## config.mk

```make
export PLATFORM = sky130hd
export DESIGN_NAME = rfid_tag_frame_parser_unit_flat
export DESIGN_NICKNAME = d
export VERILOG_FILES = /design/src/rtl/core/rfidp_pkg.sv /design/src/rtl/core/rfidp_rx_if.sv /design/src/rtl/core/rfidp_tag_if.sv /design/src/rtl/core/rfidp_cfg_regs.sv /design/src/rtl/core/rfidp_in_reg.sv /design/src/rtl/core/rfidp_parse.sv /design/src/rtl/core/rfidp_out_reg.sv /design/src/rtl/core/rfid_tag_frame_parser_unit.sv /design/src/flat_wrapper.sv
export VERILOG_INCLUDE_DIRS = /design/src /design/src/rtl/core
export SDC_FILE = /design/constraint.sdc
export NUM_CORES = 1
export LEC_CHECK = 0
export ABC_CLOCK_PERIOD_IN_PS = 8020
export BUFFER_PORTS_ARGS = -buffer_cell sky130_fd_sc_hd__buf_4
export CORE_MARGIN = 3
export CORE_UTILIZATION = 55
export CTS_CLUSTER_DIAMETER = 40
export DETAILED_ROUTE_END_ITERATION = 12
export GPL_TIMING_DRIVEN = 0
export PLACE_DENSITY_LB_ADDON = 0.1
export SETUP_SLACK_MARGIN = 0.2
export SLEW_MARGIN = 20
export SYNTH_ARGS = -nofsm -noshare
export SYNTH_HDL_FRONTEND = slang
export SYNTH_SLANG_ARGS = --single-unit
```

## constraint.sdc

```tcl
create_clock -name clk_i -period 8.02 [get_ports clk_i]
set_input_delay 1.604 -clock clk_i [delete_from_list [all_inputs] [get_ports clk_i]]
set_output_delay 1.604 -clock clk_i [all_outputs]
set_load 0.01 [all_outputs]
```

## src/rtl/core/rfid_tag_frame_parser_unit_macros.svh

```systemverilog
// ----------------------------------------------------------------------------
// RFID tag frame parser - assertion macros
// Shared concurrent assertion forms on clk_i; only the first is off in reset.
// ----------------------------------------------------------------------------
`ifndef RFID_TAG_FRAME_PARSER_UNIT_MACROS_SVH
`define RFID_TAG_FRAME_PARSER_UNIT_MACROS_SVH

// check outside reset
`define RFIDP_ASSERT(lbl, prop, msg) \
  lbl: assert property (@(posedge clk_i) disable iff (!rst_ni) (prop)) else $error(msg);

// check on every edge, reset included
`define RFIDP_ASSERT_ALWAYS(lbl, prop, msg) \
  lbl: assert property (@(posedge clk_i) (prop)) else $error(msg);

`endif

```

## src/rtl/core/rfidp_pkg.sv

```systemverilog
// ----------------------------------------------------------------------------
// RFID tag frame parser - package
// Widths, register indexes, reset values and the structs passed between stages.
// ----------------------------------------------------------------------------
package rfidp_pkg;

  localparam int unsigned BYTE_W     = 8;
  localparam int unsigned TAG_W      = 64;
  localparam int unsigned CNT_W      = 4;
  localparam int unsigned LANES      = TAG_W / BYTE_W;
  localparam int unsigned LANE_W     = $clog2(LANES);
  localparam int unsigned CFG_IDX_W  = 2;
  localparam int unsigned CFG_DATA_W = 8;

  localparam logic [CFG_IDX_W-1:0] CFG_START_CODE = 2'd0;
  localparam logic [CFG_IDX_W-1:0] CFG_END_CODE   = 2'd1;
  localparam logic [CFG_IDX_W-1:0] CFG_SKIP_BYTES = 2'd2;

  localparam logic [BYTE_W-1:0] START_CODE_RST = 8'h02;
  localparam logic [BYTE_W-1:0] END_CODE_RST   = 8'h03;
  localparam logic [CNT_W-1:0]  SKIP_BYTES_RST = 4'd6;

  typedef struct packed {
    logic [BYTE_W-1:0] start_code;
    logic [BYTE_W-1:0] end_code;
    logic [CNT_W-1:0]  skip_bytes;
  } cfg_t;

  typedef struct packed {
    logic              valid;
    logic [BYTE_W-1:0] rx_byte;
  } in_word_t;

  typedef struct packed {
    logic             emit;
    logic [TAG_W-1:0] tag_id;
  } result_t;

endpackage

```

## src/rtl/core/rfidp_rx_if.sv

```systemverilog
// ----------------------------------------------------------------------------
// RFID tag frame parser - receive byte channel
// Valid/ready channel carrying one received reader byte per word.
// ----------------------------------------------------------------------------
interface rfidp_rx_if import rfidp_pkg::*; ();

  logic              valid;
  logic              ready;
  logic [BYTE_W-1:0] rx_byte;

  modport source (output valid, output rx_byte, input ready);
  modport sink   (input valid, input rx_byte, output ready);

endinterface

```

## src/rtl/core/rfidp_tag_if.sv

```systemverilog
// ----------------------------------------------------------------------------
// RFID tag frame parser - tag result channel
// Valid/ready channel carrying one captured tag identifier per word.
// ----------------------------------------------------------------------------
interface rfidp_tag_if import rfidp_pkg::*; ();

  logic             valid;
  logic             ready;
  logic [TAG_W-1:0] tag_id;

  modport source (output valid, output tag_id, input ready);
  modport sink   (input valid, input tag_id, output ready);

endinterface

```

## src/rtl/core/rfidp_cfg_regs.sv

```systemverilog
// ----------------------------------------------------------------------------
// RFID tag frame parser - configuration registers
// Start code, end code and preamble length, written through a plain write port.
// ----------------------------------------------------------------------------
module rfidp_cfg_regs import rfidp_pkg::*; (
  input  logic                  clk_i,
  input  logic                  rst_ni,
  input  logic                  cfg_we_i,
  input  logic [CFG_IDX_W-1:0]  cfg_idx_i,
  input  logic [CFG_DATA_W-1:0] cfg_wdata_i,
  output cfg_t                  cfg_o
);

  logic [BYTE_W-1:0] start_code_q;
  logic [BYTE_W-1:0] end_code_q;
  logic [CNT_W-1:0]  skip_bytes_q;

  always_ff @(posedge clk_i or negedge rst_ni) begin
    if (!rst_ni) begin
      start_code_q <= START_CODE_RST;
      end_code_q   <= END_CODE_RST;
      skip_bytes_q <= SKIP_BYTES_RST;
    end else if (cfg_we_i) begin
      unique case (cfg_idx_i)
        CFG_START_CODE: start_code_q <= cfg_wdata_i[BYTE_W-1:0];
        CFG_END_CODE:   end_code_q   <= cfg_wdata_i[BYTE_W-1:0];
        CFG_SKIP_BYTES: skip_bytes_q <= cfg_wdata_i[CNT_W-1:0];
        default: ;
      endcase
    end
  end

  assign cfg_o.start_code = start_code_q;
  assign cfg_o.end_code   = end_code_q;
  assign cfg_o.skip_bytes = skip_bytes_q;

endmodule

```

## src/rtl/core/rfidp_in_reg.sv

```systemverilog
// ----------------------------------------------------------------------------
// RFID tag frame parser - input register
// Capture one received byte word and hold it until the parser consumes it.
// ----------------------------------------------------------------------------
module rfidp_in_reg import rfidp_pkg::*; (
  input  logic       clk_i,
  input  logic       rst_ni,
  rfidp_rx_if.sink   rx_i,
  input  logic       advance_i,
  output in_word_t   word_o
);

  logic              valid_q;
  logic [BYTE_W-1:0] byte_q;

  assign rx_i.ready = !valid_q || advance_i;

  always_ff @(posedge clk_i or negedge rst_ni) begin
    if (!rst_ni) begin
      valid_q <= 1'b0;
    end else if (rx_i.valid && rx_i.ready) begin
      valid_q <= 1'b1;
    end else if (advance_i) begin
      valid_q <= 1'b0;
    end
  end

  always_ff @(posedge clk_i) begin
    if (rx_i.valid && rx_i.ready) begin
      byte_q <= rx_i.rx_byte;
    end
  end

  assign word_o.valid   = valid_q;
  assign word_o.rx_byte = byte_q;

endmodule

```

## src/rtl/core/rfidp_parse.sv

```systemverilog
// ----------------------------------------------------------------------------
// RFID tag frame parser - frame phase logic
// Track wait/skip/capture/end phases, collect identifier bytes, flag a tag.
// ----------------------------------------------------------------------------
`include "rfid_tag_frame_parser_unit_macros.svh"

module rfidp_parse import rfidp_pkg::*; #(
  parameter int unsigned ID_BYTES = 8
) (
  input  logic     clk_i,
  input  logic     rst_ni,
  input  cfg_t     cfg_i,
  input  in_word_t word_i,
  input  logic     advance_i,
  output result_t  res_o
);

  localparam logic [1:0] PH_WAIT = 2'd0;
  localparam logic [1:0] PH_SKIP = 2'd1;
  localparam logic [1:0] PH_CAPT = 2'd2;
  localparam logic [1:0] PH_END  = 2'd3;

  localparam logic [CNT_W-1:0] ID_LAST = CNT_W'(ID_BYTES);

  logic [1:0]        phase_q, phase_d;
  logic [CNT_W-1:0]  skip_cnt_q, skip_cnt_d;
  logic [CNT_W-1:0]  byte_idx_q, byte_idx_d;
  logic [BYTE_W-1:0] lane_q [LANES];
  logic [BYTE_W-1:0] lane_d [LANES];

  logic              fire;
  logic              is_start;
  logic              is_end;
  logic [CNT_W-1:0]  limit;
  logic [CNT_W-1:0]  skip_next;
  logic              capture;
  logic              emit;
  logic [LANE_W-1:0] lane_sel;

  assign fire     = word_i.valid && advance_i;
  assign is_start = word_i.rx_byte == cfg_i.start_code;
  assign is_end   = word_i.rx_byte == cfg_i.end_code;
  assign limit    = (cfg_i.skip_bytes == '0) ? CNT_W'(1) : cfg_i.skip_bytes;
  assign skip_next = is_start ? '0 : skip_cnt_q + CNT_W'(1);
  assign lane_sel = byte_idx_q[LANE_W-1:0];

  always_comb begin
    phase_d    = phase_q;
    skip_cnt_d = skip_cnt_q;
    byte_idx_d = byte_idx_q;
    capture    = 1'b0;
    emit       = 1'b0;
    if (fire) begin
      unique case (phase_q)
        PH_WAIT: begin
          skip_cnt_d = '0;
          if (is_start) begin
            phase_d = PH_SKIP;
          end
        end
        PH_SKIP: begin
          skip_cnt_d = skip_next;
          if (skip_next != '0 && skip_next >= limit) begin
            phase_d    = PH_CAPT;
            byte_idx_d = '0;
          end
        end
        PH_CAPT: begin
          if (is_start) begin
            phase_d    = PH_SKIP;
            skip_cnt_d = '0;
          end else if (is_end) begin
            phase_d = PH_WAIT;
          end else begin
            capture    = 1'b1;
            byte_idx_d = byte_idx_q + CNT_W'(1);
            if (byte_idx_d >= ID_LAST) begin
              phase_d = PH_END;
            end
          end
        end
        PH_END: begin
          if (is_end) begin
            phase_d = PH_WAIT;
            emit    = 1'b1;
          end else if (is_start) begin
            phase_d    = PH_SKIP;
            skip_cnt_d = '0;
          end
        end
        default: phase_d = PH_WAIT;
      endcase
    end
  end

  always_comb begin
    for (int k = 0; k < LANES; k++) begin
      lane_d[k] = lane_q[k];
      if (capture) begin
        if (lane_sel == LANE_W'(k)) begin
          lane_d[k] = word_i.rx_byte;
        end else if (lane_sel == '0) begin
          lane_d[k] = '0;
        end
      end
    end
  end

  always_comb begin
    res_o.emit = emit;
    for (int k = 0; k < LANES; k++) begin
      res_o.tag_id[TAG_W-1-BYTE_W*k -: BYTE_W] = lane_q[k];
    end
  end

  always_ff @(posedge clk_i or negedge rst_ni) begin
    if (!rst_ni) begin
      phase_q    <= PH_WAIT;
      skip_cnt_q <= '0;
      byte_idx_q <= '0;
    end else begin
      phase_q    <= phase_d;
      skip_cnt_q <= skip_cnt_d;
      byte_idx_q <= byte_idx_d;
    end
  end

  always_ff @(posedge clk_i) begin
    for (int k = 0; k < LANES; k++) begin
      lane_q[k] <= lane_d[k];
    end
  end

  `RFIDP_ASSERT(a_emit_then_wait, res_o.emit |=> phase_q == PH_WAIT, "tag emitted but parser did not return to wait")
  `RFIDP_ASSERT(a_end_full, (phase_q == PH_END) |-> (byte_idx_q == ID_LAST), "end phase reached without a full identifier")
  `RFIDP_ASSERT(a_capt_bound, (phase_q == PH_CAPT) |-> (byte_idx_q < ID_LAST), "capture index ran past the identifier length")
  `RFIDP_ASSERT_ALWAYS(a_idle_no_emit, !fire |-> !res_o.emit, "tag flagged without a consumed byte")

endmodule

```

## src/rtl/core/rfidp_out_reg.sv

```systemverilog
// ----------------------------------------------------------------------------
// RFID tag frame parser - result register
// Hold a finished tag word until the sink takes it; free the slot otherwise.
// ----------------------------------------------------------------------------
module rfidp_out_reg import rfidp_pkg::*; (
  input  logic       clk_i,
  input  logic       rst_ni,
  input  result_t    res_i,
  rfidp_tag_if.source tag_o,
  output logic       advance_o
);

  logic             valid_q;
  logic [TAG_W-1:0] tag_q;

  assign advance_o = !valid_q || tag_o.ready;

  always_ff @(posedge clk_i or negedge rst_ni) begin
    if (!rst_ni) begin
      valid_q <= 1'b0;
    end else if (advance_o) begin
      valid_q <= res_i.emit;
    end
  end

  always_ff @(posedge clk_i) begin
    if (advance_o && res_i.emit) begin
      tag_q <= res_i.tag_id;
    end
  end

  assign tag_o.valid  = valid_q;
  assign tag_o.tag_id = tag_q;

endmodule

```

## src/rtl/core/rfid_tag_frame_parser_unit.sv

```systemverilog
// ----------------------------------------------------------------------------
// RFID tag frame parser - top level
// Parse reader byte frames (start code, preamble, identifier, end code) into
// tag identifier words.
// ----------------------------------------------------------------------------
// The parser takes one received byte per cycle with no gaps while the result
// register does not stall: a byte is held in an input register, where the
// registered phase update consumes it and, on a closing end code, loads the
// tag into the result register, from which the tag word is presented.
// The result register stalls the input side only while it holds an untaken
// tag, and rx ready follows tag ready combinationally in that case. The first
// identifier byte lands in the top eight bits; with fewer than eight
// identifier bytes the low bytes read zero. Configuration writes take effect
// on the next cycle and belong between bytes.
module rfid_tag_frame_parser_unit import rfidp_pkg::*; #(
  parameter int unsigned ID_BYTES = 8
) (
  input  logic                  clk_i,
  input  logic                  rst_ni,
  input  logic                  cfg_we_i,
  input  logic [CFG_IDX_W-1:0]  cfg_idx_i,
  input  logic [CFG_DATA_W-1:0] cfg_wdata_i,
  rfidp_rx_if.sink              rx_i,
  rfidp_tag_if.source           tag_o
);

  cfg_t     cfg;
  in_word_t word;
  result_t  res;
  logic     advance;

  rfidp_cfg_regs u_cfg_regs (
    .clk_i       (clk_i),
    .rst_ni      (rst_ni),
    .cfg_we_i    (cfg_we_i),
    .cfg_idx_i   (cfg_idx_i),
    .cfg_wdata_i (cfg_wdata_i),
    .cfg_o       (cfg)
  );

  rfidp_in_reg u_in_reg (
    .clk_i     (clk_i),
    .rst_ni    (rst_ni),
    .rx_i      (rx_i),
    .advance_i (advance),
    .word_o    (word)
  );

  rfidp_parse #(
    .ID_BYTES (ID_BYTES)
  ) u_parse (
    .clk_i     (clk_i),
    .rst_ni    (rst_ni),
    .cfg_i     (cfg),
    .word_i    (word),
    .advance_i (advance),
    .res_o     (res)
  );

  rfidp_out_reg u_out_reg (
    .clk_i     (clk_i),
    .rst_ni    (rst_ni),
    .res_i     (res),
    .tag_o     (tag_o),
    .advance_o (advance)
  );

endmodule

```

## src/flat_wrapper.sv

```systemverilog
// flat-port wrapper written by rule: the top's interface ports become plain ports
module rfid_tag_frame_parser_unit_flat import rfidp_pkg::*;
#(
  parameter int unsigned ID_BYTES = 8
)
  (clk_i, rst_ni, cfg_we_i, cfg_idx_i, cfg_wdata_i, rx_i_valid, rx_i_rx_byte, rx_i_ready, tag_o_valid, tag_o_tag_id, tag_o_ready);
  rfidp_rx_if rx_i_i ();
  rfidp_tag_if tag_o_i ();
  input  logic clk_i;
  input  logic rst_ni;
  input  logic cfg_we_i;
  input  logic [CFG_IDX_W-1:0] cfg_idx_i;
  input  logic [CFG_DATA_W-1:0] cfg_wdata_i;
  input wire logic [$bits(rx_i_i.valid)-1:0] rx_i_valid;
  input wire logic [$bits(rx_i_i.rx_byte)-1:0] rx_i_rx_byte;
  output wire logic [$bits(rx_i_i.ready)-1:0] rx_i_ready;
  output wire logic [$bits(tag_o_i.valid)-1:0] tag_o_valid;
  output wire logic [$bits(tag_o_i.tag_id)-1:0] tag_o_tag_id;
  input wire logic [$bits(tag_o_i.ready)-1:0] tag_o_ready;
  assign rx_i_i.valid = rx_i_valid;
  assign rx_i_i.rx_byte = rx_i_rx_byte;
  assign rx_i_ready = rx_i_i.ready;
  assign tag_o_valid = tag_o_i.valid;
  assign tag_o_tag_id = tag_o_i.tag_id;
  assign tag_o_i.ready = tag_o_ready;
  rfid_tag_frame_parser_unit #(.ID_BYTES(ID_BYTES)) u_core (.clk_i(clk_i), .rst_ni(rst_ni), .cfg_we_i(cfg_we_i), .cfg_idx_i(cfg_idx_i), .cfg_wdata_i(cfg_wdata_i), .rx_i(rx_i_i), .tag_o(tag_o_i));
endmodule
```

==> run_results.csv, run 1 <==
group,metric,value,unit
run_status,outcome,"completed",
power_and_ir_drop,p_leak,3.08,nW
timing,finalHoldViolCount,0,
flow_run,drv_cap,0,
setup_path,critPathMaxStageDelay,190,ps
floorplanning,dieArea,13200,sq um
floorplanning,rows,39,
setup_path,path_class,"in2out",
power_and_ir_drop,p_per_area,265,nW/um^2
floorplanning,die_h,115,um
floorplanning,initial_core_util,56.8,%
setup_path,critPathMaxFanout,3,
timing,max-slew-margin-rel,35.8,%
cts,ctsHoldBuffers,0,
placed_design,io_buffers,88,
finish,syn_to_final_growth,22.4,%
timing,drv_slew,0,
cts,cts.repair.resized,0,
grt,grt_pass1_vias,3530,
timing,finalWorstPathRequiredPeriod,3680,ps
logic_synthesis,ys_types,54,
setup_path,worstSetupEndpointType,"primary output",
setup_path,cp-start-kind,"input pin",
power_and_ir_drop,power_frac_comb,13.1,%
setup_path,critPathMostFrequentCell,"buf_4",
cts,post-cts-setup-buffers,0,
placed_design,dp_slack,4150,ps
logic_synthesis,yosysWarnings,0,
power_and_ir_drop,p_seq_share,50.6,%
min_path,hold_depth,0,
drt,wl_per_cell,17.4,um
logic_synthesis,synth_cells,384,
cts,clk_root_buffer_cell,"clkbuf_16",
finish,postLayoutCoreUtil,69.6,%
logic_synthesis,syn_nets,417,
grt,grt_pass1_wl,17900,um
timing,fmax,272,MHz
cts,numCtsBuffers,17,
cts,cts.sinks,168,
timing,tightest_slew,956,ps
setup_path,r2r_start,"u_core.u_in_reg.byte_q[1]$_DFFE_PP_",
drt,drt-initial-drc-count,223,
drt,ant_nets,0,
timing,fin_skew,7.41,ps
timing,rsz0062_at_grt,"no",
logic_synthesis,synthArstFlopShare,19.0,%
cts,htree_levels,4,
power_and_ir_drop,worst_ir_drop_vdd,0.154,mV
power_and_ir_drop,p_int,0.00161,W
finish,nets,531,
placed_design,dp_cells,622,
setup_path,regToRegEndpoint,"u_core.u_parse.byte_idx_q[3]$_DFFE_PN0P_",
finish,drive_gt1_share,37.4,%
grt,overflow,0,
grt,antenna_found_initial,0,
drt,firstDrtPassIters,4,
logic_synthesis,ys.flop_type,"edfxtp_1",
finish,final_common_cell,"edfxtp_1",
logic_synthesis,seq_area_frac_synth,74.7,%
logic_synthesis,synth_edf_count,136,
placed_design,gp_congestion,0.759,
drt,vias,3464,
cts,clk_latency,410,ps
logic_synthesis,postSynthAreaPerCell,17.0,sq um
timing,fin_tns_setup,0,ps
setup_path,crit_arrival,2080,ps
min_path,hold_path_end,"u_core.u_out_reg.tag_o.tag_id[44]$_DFFE_PP_",
logic_synthesis,ys_seq_elements,168,
floorplanning,core_area,11500,sq um
cts,cts_buffer_depth,2,
setup_path,r2r_cells,11,
placed_design,place_hpwl,7900,um
finish,final_cell_mix,"edfxtp_1, buf_4, and2_1",
setup_path,path_cells,"buf_4 > nand3b_1 > buf_4",
finish,antenna_cells,0,
setup_path,r2r_setup_slack,5190,ps
timing,setup_violations,0,
cts,clk_pin_slew_worst_paths,60,ps
drt,drcViolationCount,0,
floorplanning,ios,89,
power_and_ir_drop,pwr-share-clk,36.3,%
timing,post-route-period-util,45.9,%
grt,grt_max_degree,33,
min_path,hp-class,"reg2reg",
floorplanning,die_w,115,um
power_and_ir_drop,p_sw,0.000517,W
drt,routed_wl,11400,um
drt,viasPerCell,5.30,
setup_path,slowest_stage,"nand3b_1",
setup_path,worstPathRequired,6420,ps
timing,layout_setup_ws,4340,ps
min_path,hold_path_startpoint,"u_core.u_parse.lane_q[0][20]$_SDFFCE_PP0P_",
power_and_ir_drop,switching_share,24.4,%
cts,cts_tree,"yes",
logic_synthesis,synthesis.area,6550,sq um
finish,finalNonFillerCells,654,
grt,grt_use_total,18.2,%
==> cell type report <==
type / count / area [sq um]
Buffer: 16 / 113
Inverter: 11 / 41.3
Timing Repair Buffer: 95 / 717
Tap cell: 143 / 179
Clock buffer: 19 / 433
Clock inverter: 13 / 129
Sequential cell: 168 / 4890
Multi-Input combinational cell: 189 / 1510
Fill cell: 776 / 3500
==> worst max path at each step <==
stage | from | end | depth (start not counted)
finish | tag_o_ready | rx_i_ready | 3
global route | tag_o_ready | rx_i_ready | 3
CTS | tag_o_ready | rx_i_ready | 3
detailed placement | tag_o_ready | u_core.u_parse.lane_q[0][22]$_SDFFCE_PP0P_ | 7
global placement | tag_o_ready | u_core.u_parse.phase_q[0]$_DFFE_PN0P_ | 5
floorplan | tag_o_ready | u_core.u_out_reg.tag_o.tag_id[0]$_DFFE_PP_ | 3
==> cells in the mapped netlist (2+ instances only) <==
cell type / count / share of area [%]
nor2_4: 2 / 0.34
nand4_2: 2 / 0.38
xnor2_2: 7 / 1.7
nand4_1: 2 / 0.19
and3_2: 3 / 0.34
mux2_2: 20 / 3.4
buf_4: 3 / 0.34
xor2_1: 2 / 0.27
nor2_2: 2 / 0.19
dfrtp_1: 27 / 10
nor2b_1: 2 / 0.19
a21oi_1: 9 / 0.69
and3_1: 21 / 2.0
clkbuf_1: 4 / 0.23
nand2b_1: 3 / 0.29
nor2_1: 7 / 0.40
nand2_1: 11 / 0.63
o22ai_1: 2 / 0.19
xnor2_1: 11 / 1.5
buf_6: 5 / 0.86
inv_1: 11 / 0.63
o21ai_0: 2 / 0.15
a31oi_1: 3 / 0.29
a22o_1: 2 / 0.27
and2_2: 6 / 0.69
ha_1: 10 / 1.9
dfstp_2: 5 / 2.0
nor3_1: 5 / 0.38
nand3b_1: 3 / 0.34
and2_1: 29 / 2.8
buf_2: 2 / 0.15
edfxtp_1: 136 / 62
nand3_1: 3 / 0.23
o2bb2ai_2: 2 / 0.46
==> through the flow <==
stage / instance area [sq um] / power, W / hold WS (ps)
after floorplan: 6550 / 0.00129 / 400
after global placement: 7380 / 0.00135 / 403
after detailed placement: 7450 / 0.00137 / 405
after CTS: 8010 / 0.00214 / 419
after global routing: 8010 / 0.00221 / 428
final: 8010 / 0.00212 / 418
==> metal layers <==
layer	vias to the layer above	GRT usage [%]	routed length, um	share of wire, %
met1	1691	23.1	4800	42
met3	15	5.00	584	5.1
li1	1649	-	-	-
met5	-	0	0	0
met4	0	6.89	165	1.5
met2	109	30.2	5820	51
==> critical path, delay by kind of cell <==
family / cells / cell delay, ps
AND/OR/NAND/NOR: 1 / 190
buffers and inverters: 2 / 290
==> sequential cells by signal, indices dropped and copies added, names as in the netlist, 2 cells and up <==
signal	flops
u_core.u_out_reg.tag_o.tag_id	64
u_core.u_parse.lane_q	64
u_core.u_cfg_regs.end_code_q	8
u_core.u_in_reg.byte_q	8
u_core.u_parse.byte_idx_q	4
u_core.u_cfg_regs.start_code_q	8
u_core.u_cfg_regs.skip_bytes_q	4
u_core.u_parse.skip_cnt_q	4
u_core.u_parse.phase_q	2
==> power by group through the flow <==
stage | Clock [W] | Combinational [W] | Sequential [W]
floorplan | 0 | 0.000213 | 0.00108
global placement | 0 | 0.000267 | 0.00109
detailed placement | 0 | 0.000278 | 0.00109
CTS | 0.000787 | 0.000278 | 0.00107
global route | 0.000818 | 0.000309 | 0.00108
finish | 0.000771 | 0.000279 | 0.00107
==> cell families (layout without fill, tap and decap cells) <==
group	count (synthesis)	in the layout	synth area share [%]
flip-flops	168	168	74.7
AND/OR/NAND/NOR	107	107	10.2
AO/OA/AOI/OAI	31	31	3.77
buffers and inverters	27	154	2.35
multiplexers	21	21	3.59
XOR/XNOR	20	20	3.48
adder cells (fa/ha/maj)	10	10	1.91
(Power assumes the default switching activity.)
==> inputs of run 2 (changes only) <==
--- a/config.mk
+++ b/config.mk
@@ -6,10 +6,11 @@
 export SDC_FILE = /design/constraint.sdc
 export NUM_CORES = 1
 export LEC_CHECK = 0
-export ABC_CLOCK_PERIOD_IN_PS = 8020
+export ABC_AREA = 1
+export ABC_CLOCK_PERIOD_IN_PS = 3200
 export BUFFER_PORTS_ARGS = -buffer_cell sky130_fd_sc_hd__buf_4
 export CORE_MARGIN = 3
-export CORE_UTILIZATION = 55
+export CORE_UTILIZATION = 51
 export CTS_CLUSTER_DIAMETER = 40
 export DETAILED_ROUTE_END_ITERATION = 12
 export GPL_TIMING_DRIVEN = 0
==> constraint.sdc (replaced) <==
create_clock -name clk_i -period 3.2 [get_ports clk_i]
set_input_delay 0.64 -clock clk_i [delete_from_list [all_inputs] [get_ports clk_i]]
set_output_delay 0.64 -clock clk_i [all_outputs]
set_load 0.01 [all_outputs]
==> run 2 against run 1 <==
Against the previous run: via count increased by 11%; sequential share of layout area decreased by 0.13 points; global-route usage decreased by 0.33 points; non-clock buffer count decreased by 7; combinational power increased by 150%; total power increased to 2.7 times the previous value; worst hold slack got worse by 270 ps; die area increased by 5.2%; clock-buffer cell count decreased by 1; synthesized area decreased by 2.1%; sequential power increased to 2.6 times the previous value; critical path type is now reg2reg; highest routed layer unchanged.
==> run_results.csv, run 2 <==
group,metric,value,unit
run_status,outcome,"completed",
placed_design,gp_congestion,0.814,
power_and_ir_drop,p_per_area,701,nW/um^2
placed_design,dp_cells,746,
power_and_ir_drop,finalPower,0.00563,W
timing,max-slew-margin-rel,47.8,%
grt,grt_pass1_vias,3721,
cts,ctsHoldBuffers,0,
cts,clk_root_buffer_cell,"clkbuf_16",
floorplanning,die_w,118,um
cts,cts_tree,"yes",
logic_synthesis,synth_top_cells_by_count,"edfxtp_1, nand2_1, inv_1, nor2_1, dfrtp_1",
timing,fmax,379,MHz
logic_synthesis,synth_area_leaders,"edfxtp_1, dfrtp_1, nand2_1, inv_1, nor2_1",
power_and_ir_drop,worst_ir_drop_vdd,0.334,mV
logic_synthesis,synthesis.area,6400,sq um
logic_synthesis,yosysWarnings,0,
finish,postLayoutCoreUtil,66.0,%
timing,fin_skew,12.3,ps
drt,drcViolationCount,0,
floorplanning,ios,89,
power_and_ir_drop,p_leak,3.43,nW
drt,viasPerCell,4.88,
grt,grt_max_degree,33,
logic_synthesis,syn_nets,521,
setup_path,r2r_start,"u_core.u_in_reg.byte_q[4]$_DFFE_PP_",
finish,syn_to_final_growth,25.4,%
setup_path,crit_arrival,2690,ps
logic_synthesis,synth_edf_count,136,
finish,design_area,8030,sq um
drt,routed_wl,11700,um
floorplanning,initial_core_util,52.7,%
drt,vias,3838,
timing,drv_slew,0,
placed_design,place_area,7330,sq um
grt,grt_use_total,17.9,%
finish,nets,639,
logic_synthesis,ys_seq_elements,168,
floorplanning,die_h,118,um
cts,cts.sinks,168,
drt,drt-initial-drc-count,290,
setup_path,worstPathRequired,3250,ps
min_path,hp-class,"in2async",
cts,clk_pin_slew_worst_paths,60,ps
flow_run,drv_cap,0,
finish,fillers,886,
timing,finalWorstPathRequiredPeriod,2640,ps
timing,rsz0062_at_grt,"no",
drt,ant_nets,0,
cts,cts_buffer_depth,2,
logic_synthesis,postSynthAreaPerCell,13.1,sq um
setup_path,path_class,"reg2reg",
logic_synthesis,ys.flop_type,"edfxtp_1",
logic_synthesis,seq_area_frac_synth,76.4,%
placed_design,place_hpwl,8070,um
grt,grt_pass1_wl,18800,um
timing,fin_tns_setup,0,ps
cts,numCtsBuffers,17,
setup_path,regToRegEndpoint,"u_core.u_parse.lane_q[1][25]$_SDFFCE_PP0P_",
finish,final_common_cell,"edfxtp_1",
grt,antenna_found_initial,0,
setup_path,critPathMaxFanout,8,
logic_synthesis,synth.most_common_cell,"edfxtp_1",
grt,overflow,0,
logic_synthesis,ys_types,28,
finish,drive_gt1_share,25.8,%
timing,setup_violations,0,
setup_path,r2r_cells,9,
finish,finalNonFillerCells,787,
timing,tightest_slew,783,ps
setup_path,cp-start-kind,"flip-flop",
floorplanning,rows,40,
cts,htree_levels,4,
logic_synthesis,synth_cells,488,
timing,post-route-period-util,82.6,%
placed_design,io_buffers,88,
drt,wl_per_cell,14.9,um
floorplanning,dieArea,13900,sq um
finish,final_cell_mix,"edfxtp_1, nand2_1, buf_4",
logic_synthesis,yosysTopAreaCellShare,63.8,%
cts,clk_latency,420,ps
timing,finalHoldViolCount,0,
setup_path,r2r_setup_slack,560,ps
floorplanning,core_area,12200,sq um
drt,firstDrtPassIters,4,
logic_synthesis,synth_top_cell_by_area,"edfxtp_1",
finish,antenna_cells,0,
setup_path,worstSetupEndpointType,"flip-flop",
logic_synthesis,synthArstFlopShare,19.0,%
-- run 2: cell count changes after synthesis, sizes merged, moves of 20 or more --
cell	delta
and2	-35
and3	-24
inv	+56
mux2	-20
nand2	+100
nor2	+48
o21ai	+25
-- run 2: how the worst max path moves through the flow --
stage | slack [ps] | startpoint | cells past startpoint | end
after floorplan | 590 | u_core.u_in_reg.byte_q[5]$_DFFE_PP_ | 8 | u_core.u_out_reg.tag_o.tag_id[0]$_DFFE_PP_
after global placement | -160 | u_core.u_in_reg.byte_q[6]$_DFFE_PP_ | 8 | u_core.u_out_reg.tag_o.tag_id[2]$_DFFE_PP_
after detailed placement | 350 | u_core.u_in_reg.byte_q[5]$_DFFE_PP_ | 10 | u_core.u_out_reg.tag_o.tag_id[2]$_DFFE_PP_
after CTS | 320 | u_core.u_in_reg.byte_q[5]$_DFFE_PP_ | 10 | u_core.u_out_reg.tag_o.tag_id[2]$_DFFE_PP_
after global routing | 220 | u_core.u_in_reg.byte_q[1]$_DFFE_PP_ | 21 | u_core.u_parse.byte_idx_q[0]$_DFFE_PN0P_
final | 560 | u_core.u_in_reg.byte_q[4]$_DFFE_PP_ | 9 | u_core.u_parse.lane_q[1][25]$_SDFFCE_PP0P_
-- run 2: logic make-up after synthesis --
| group | after synthesis | share of synthesized area [%] |
|---|---|---|
| fa+ha+maj | 10 | 1.95 |
| xor+xnor | 8 | 1.09 |
| compound gates | 34 | 2.95 |
| flops | 168 | 76.4 |
| simple gates | 195 | 13.3 |
| buf+inv | 73 | 4.30 |
-- run 2: area by class of cell --
type,instances,area [sq um],area share [%]
plain buffers,5,20.0,0.249
clock buffers,18,429,5.34
clock inverters,14,195,2.43
inverters,68,263,3.27
multi-input cells,247,1250,15.5
flip-flops and latches,168,4890,60.9
well taps,168,210,2.62
repair buffers,99,776,9.66
-- run 2: report_power, final --
group,internal [W],total (W),switching [W]
Combinational,0.000221,0.000690,0.000468
Clock,0.00131,0.00213,0.000818
Sequential,0.00268,0.00281,0.000132
-- run 2: what timing repair did --
action	4_1_cts	5_1_grt
buffers inserted	0	9
setup endpoints to repair	0	37
gates resized for setup	0	3
-- run 2: stage by stage --
stage | setup WS [ps] | hold WS, ps
after global routing | 221 | 164
after detailed placement | 348 | 405
after CTS | 318 | 148
after global placement | -155 | 401
final | 558 | 147
after floorplan | 588 | 344
-- run 2: critical path, cell delays in order, from the launching register on --
cell	delay [ps]
edfxtp_1	530
inv_1	310
nand2_1	90
nand4_1	100
nor2_1	50
nand2_1	180
nand2_4	90
nor2_2	130
nand2_2	140
a21oi_1	640
-- run 2: layer usage --
layer	part of all wire [%]	GRT usage, %	vias up
met2	49	28.9	111
li1	-	-	1869
met1	43	22.3	1844
met5	0	0	-
met4	1.5	7.91	0
met3	5.9	5.53	14
==> inputs of run 3 (changes only) <==
--- a/config.mk
+++ b/config.mk
@@ -6,8 +6,8 @@
 export SDC_FILE = /design/constraint.sdc
 export NUM_CORES = 1
 export LEC_CHECK = 0
-export ABC_AREA = 1
-export ABC_CLOCK_PERIOD_IN_PS = 3200
+export ABC_AREA = 0
+export ABC_CLOCK_PERIOD_IN_PS = 2400
 export BUFFER_PORTS_ARGS = -buffer_cell sky130_fd_sc_hd__buf_4
 export CORE_MARGIN = 3
 export CORE_UTILIZATION = 51
==> constraint.sdc (replaced) <==
create_clock -name clk_i -period 2.4 [get_ports clk_i]
set_input_delay 0.48 -clock clk_i [delete_from_list [all_inputs] [get_ports clk_i]]
set_output_delay 0.48 -clock clk_i [all_outputs]
set_load 0.01 [all_outputs]
==> run 3 against run 2 <==
Against the previous run: the run now ends with setup timing left; highest routed layer unchanged; worst hold slack gained 84 ps; via count shrank 5.5%; register-to-register slack got worse by 680 ps.
==> run_results.csv, run 3 (synthesis results as in run 1) <==
group,metric,value,unit
setup_path,r2r_setup_slack,-120,ps
grt,antenna_found_initial,0,
flow_run,drv_cap,0,
timing,layout_setup_ws,-117,ps
placed_design,gp_congestion,0.760,
finish,drive_gt1_share,46.5,%
finish,finalNonFillerCells,719,
cts,cts.sinks,168,
drt,drcViolationCount,0,
drt,drt-initial-drc-count,272,
cts,cts_buffer_depth,2,
timing,drv_slew,0,
cts,clk_pin_slew_worst_paths,60,ps
cts,cts_tree,"yes",
drt,vias,3625,
power_and_ir_drop,p_leak,3.40,nW
finish,nets,571,
drt,viasPerCell,5.04,
setup_path,r2r_cells,13,
setup_path,regToRegEndpoint,"u_core.u_parse.byte_idx_q[3]$_DFFE_PN0P_",
floorplanning,dieArea,14200,sq um
grt,grt_max_degree,33,
drt,routed_wl,12200,um
drt,met2RoutedLength,6280,um
placed_design,io_buffers,88,
floorplanning,die_w,119,um
setup_path,crit_path_end,"u_core.u_parse.byte_idx_q[3]$_DFFE_PN0P_",
timing,rsz0062_at_grt,"yes",
timing,finalWorstPathRequiredPeriod,2520,ps
setup_path,crit_arrival,2820,ps
floorplanning,ios,89,
setup_path,cp-start-kind,"flip-flop",
min_path,hold_path_startpoint,"rx_i_rx_byte[0]",
timing,post-route-period-util,105,%
run_status,outcome,"complete, but fails checks",
timing,fin_skew,8.92,ps
floorplanning,initial_core_util,53.4,%
min_path,hp-class,"in2reg",
floorplanning,rows,40,
cts,numCtsBuffers,17,
cts,clk_root_buffer_cell,"clkbuf_16",
grt,grt_use_total,16.7,%
finish,syn_to_final_growth,34.8,%
placed_design,place_area,7550,sq um
cts,htree_levels,4,
timing,max-slew-margin-rel,52.7,%
drt,firstDrtPassIters,4,
grt,grt_pass1_vias,3483,
drt,ant_nets,0,
placed_design,dp_cells,644,
timing,fin_tns_setup,-461,ps
drt,m1WireLength,5030,um
finish,antenna_cells,0,
cts,clk_latency,420,ps
finish,design_area,8820,sq um
timing,setup_violations,6,
finish,postLayoutCoreUtil,72.0,%
power_and_ir_drop,p_per_area,864,nW/um^2
setup_path,r2r_start,"u_core.u_in_reg.byte_q[2]$_DFFE_PP_",
power_and_ir_drop,worst_ir_drop_vdd,0.465,mV
setup_path,critPathMaxFanout,4,
setup_path,path_class,"reg2reg",
placed_design,dp_slack,-283,ps
timing,finalHoldViolCount,0,
timing,tightest_slew,707,ps
setup_path,worstPathRequired,2700,ps
drt,routed-wl-met3,622,um
setup_path,critPathLaunch,"u_core.u_in_reg.byte_q[2]$_DFFE_PP_",
placed_design,place_hpwl,7530,um
finish,final_common_cell,"edfxtp_1",
timing,fmax,397,MHz
finish,final_cell_mix,"edfxtp_1, buf_4, and2_1",
floorplanning,die_h,119,um
grt,grt_pass1_wl,17900,um
drt,top_layer,"met4",
setup_path,worstSetupEndpointType,"flip-flop",
floorplanning,core_area,12300,sq um
grt,overflow,0,
drt,wl_per_cell,17.0,um
run_status,violations,"setup timing",
## run 3: how the worst min path moves through the flow
stage | endpoint | depth (start not counted) | slack, ps
finish | u_core.u_in_reg.byte_q[0]$_DFFE_PP_ | 1 | 230
global route | u_core.u_in_reg.byte_q[3]$_DFFE_PP_ | 1 | 210
CTS | u_core.u_in_reg.byte_q[0]$_DFFE_PP_ | 1 | 210
detailed placement | u_core.u_out_reg.tag_o.tag_id[11]$_DFFE_PP_ | 0 | 400
global placement | u_core.u_out_reg.tag_o.tag_id[62]$_DFFE_PP_ | 0 | 400
floorplan | u_core.u_cfg_regs.end_code_q[2]$_DFFE_PN0P_ | 0 | 180
## run 3: metal layers
layer	GRT usage, %	up-vias
met5	0	-
met4	7.97	0
met3	4.75	18
met2	27.7	106
met1	20.2	1774
li1	-	1727
## run 3: where the power goes
| part | switching (W) | internal [W] |
|---|---|---|
| sequential | 0.000173 | 0.00343 |
| clock | 0.00110 | 0.00175 |
| combinational | 0.000643 | 0.000528 |
## run 3: final cells by class
cell class | instances | area (sq um)
Buffer | 16 | 130
Clock buffer | 18 | 429
Clock inverter | 14 | 196
Fill cell | 778 | 3440
Inverter | 11 | 41.3
Multi-Input combinational cell | 189 | 1740
Sequential cell | 168 | 4890
Tap cell | 168 | 210
Timing Repair Buffer | 135 | 1190
## run 3: repair_timing
action | in CTS | in global routing
pin swaps | 12 | 18
hold buffers | 1 | 0
hold endpoints to repair | 27 | 0
endpoints found under the setup margin | 105 | 105
buffers inserted | 17 | 21
gates cloned | 0 | 4
resized for setup | 15 | 25
## run 3: worst max-delay path: stages (launching register included)
cell and delay (ps):
edfxtp_1 410, buf_6 160, xnor2_2 130, nand4_2 130
nor2_4 50, buf_4 140, or2_4 230, ha_4 260
inv_1 40, a21boi_2 120, o221ai_2 140, a211oi_2 300
o21bai_2 140, o2bb2ai_1 150
## run 3: per-stage QoR
stage	total power, W	hold slack [ps]
after floorplan	0.00435	184
after global placement	0.00457	403
after detailed placement	0.00462	405
after CTS	0.00755	214
after global routing	0.00793	211
final	0.00762	231
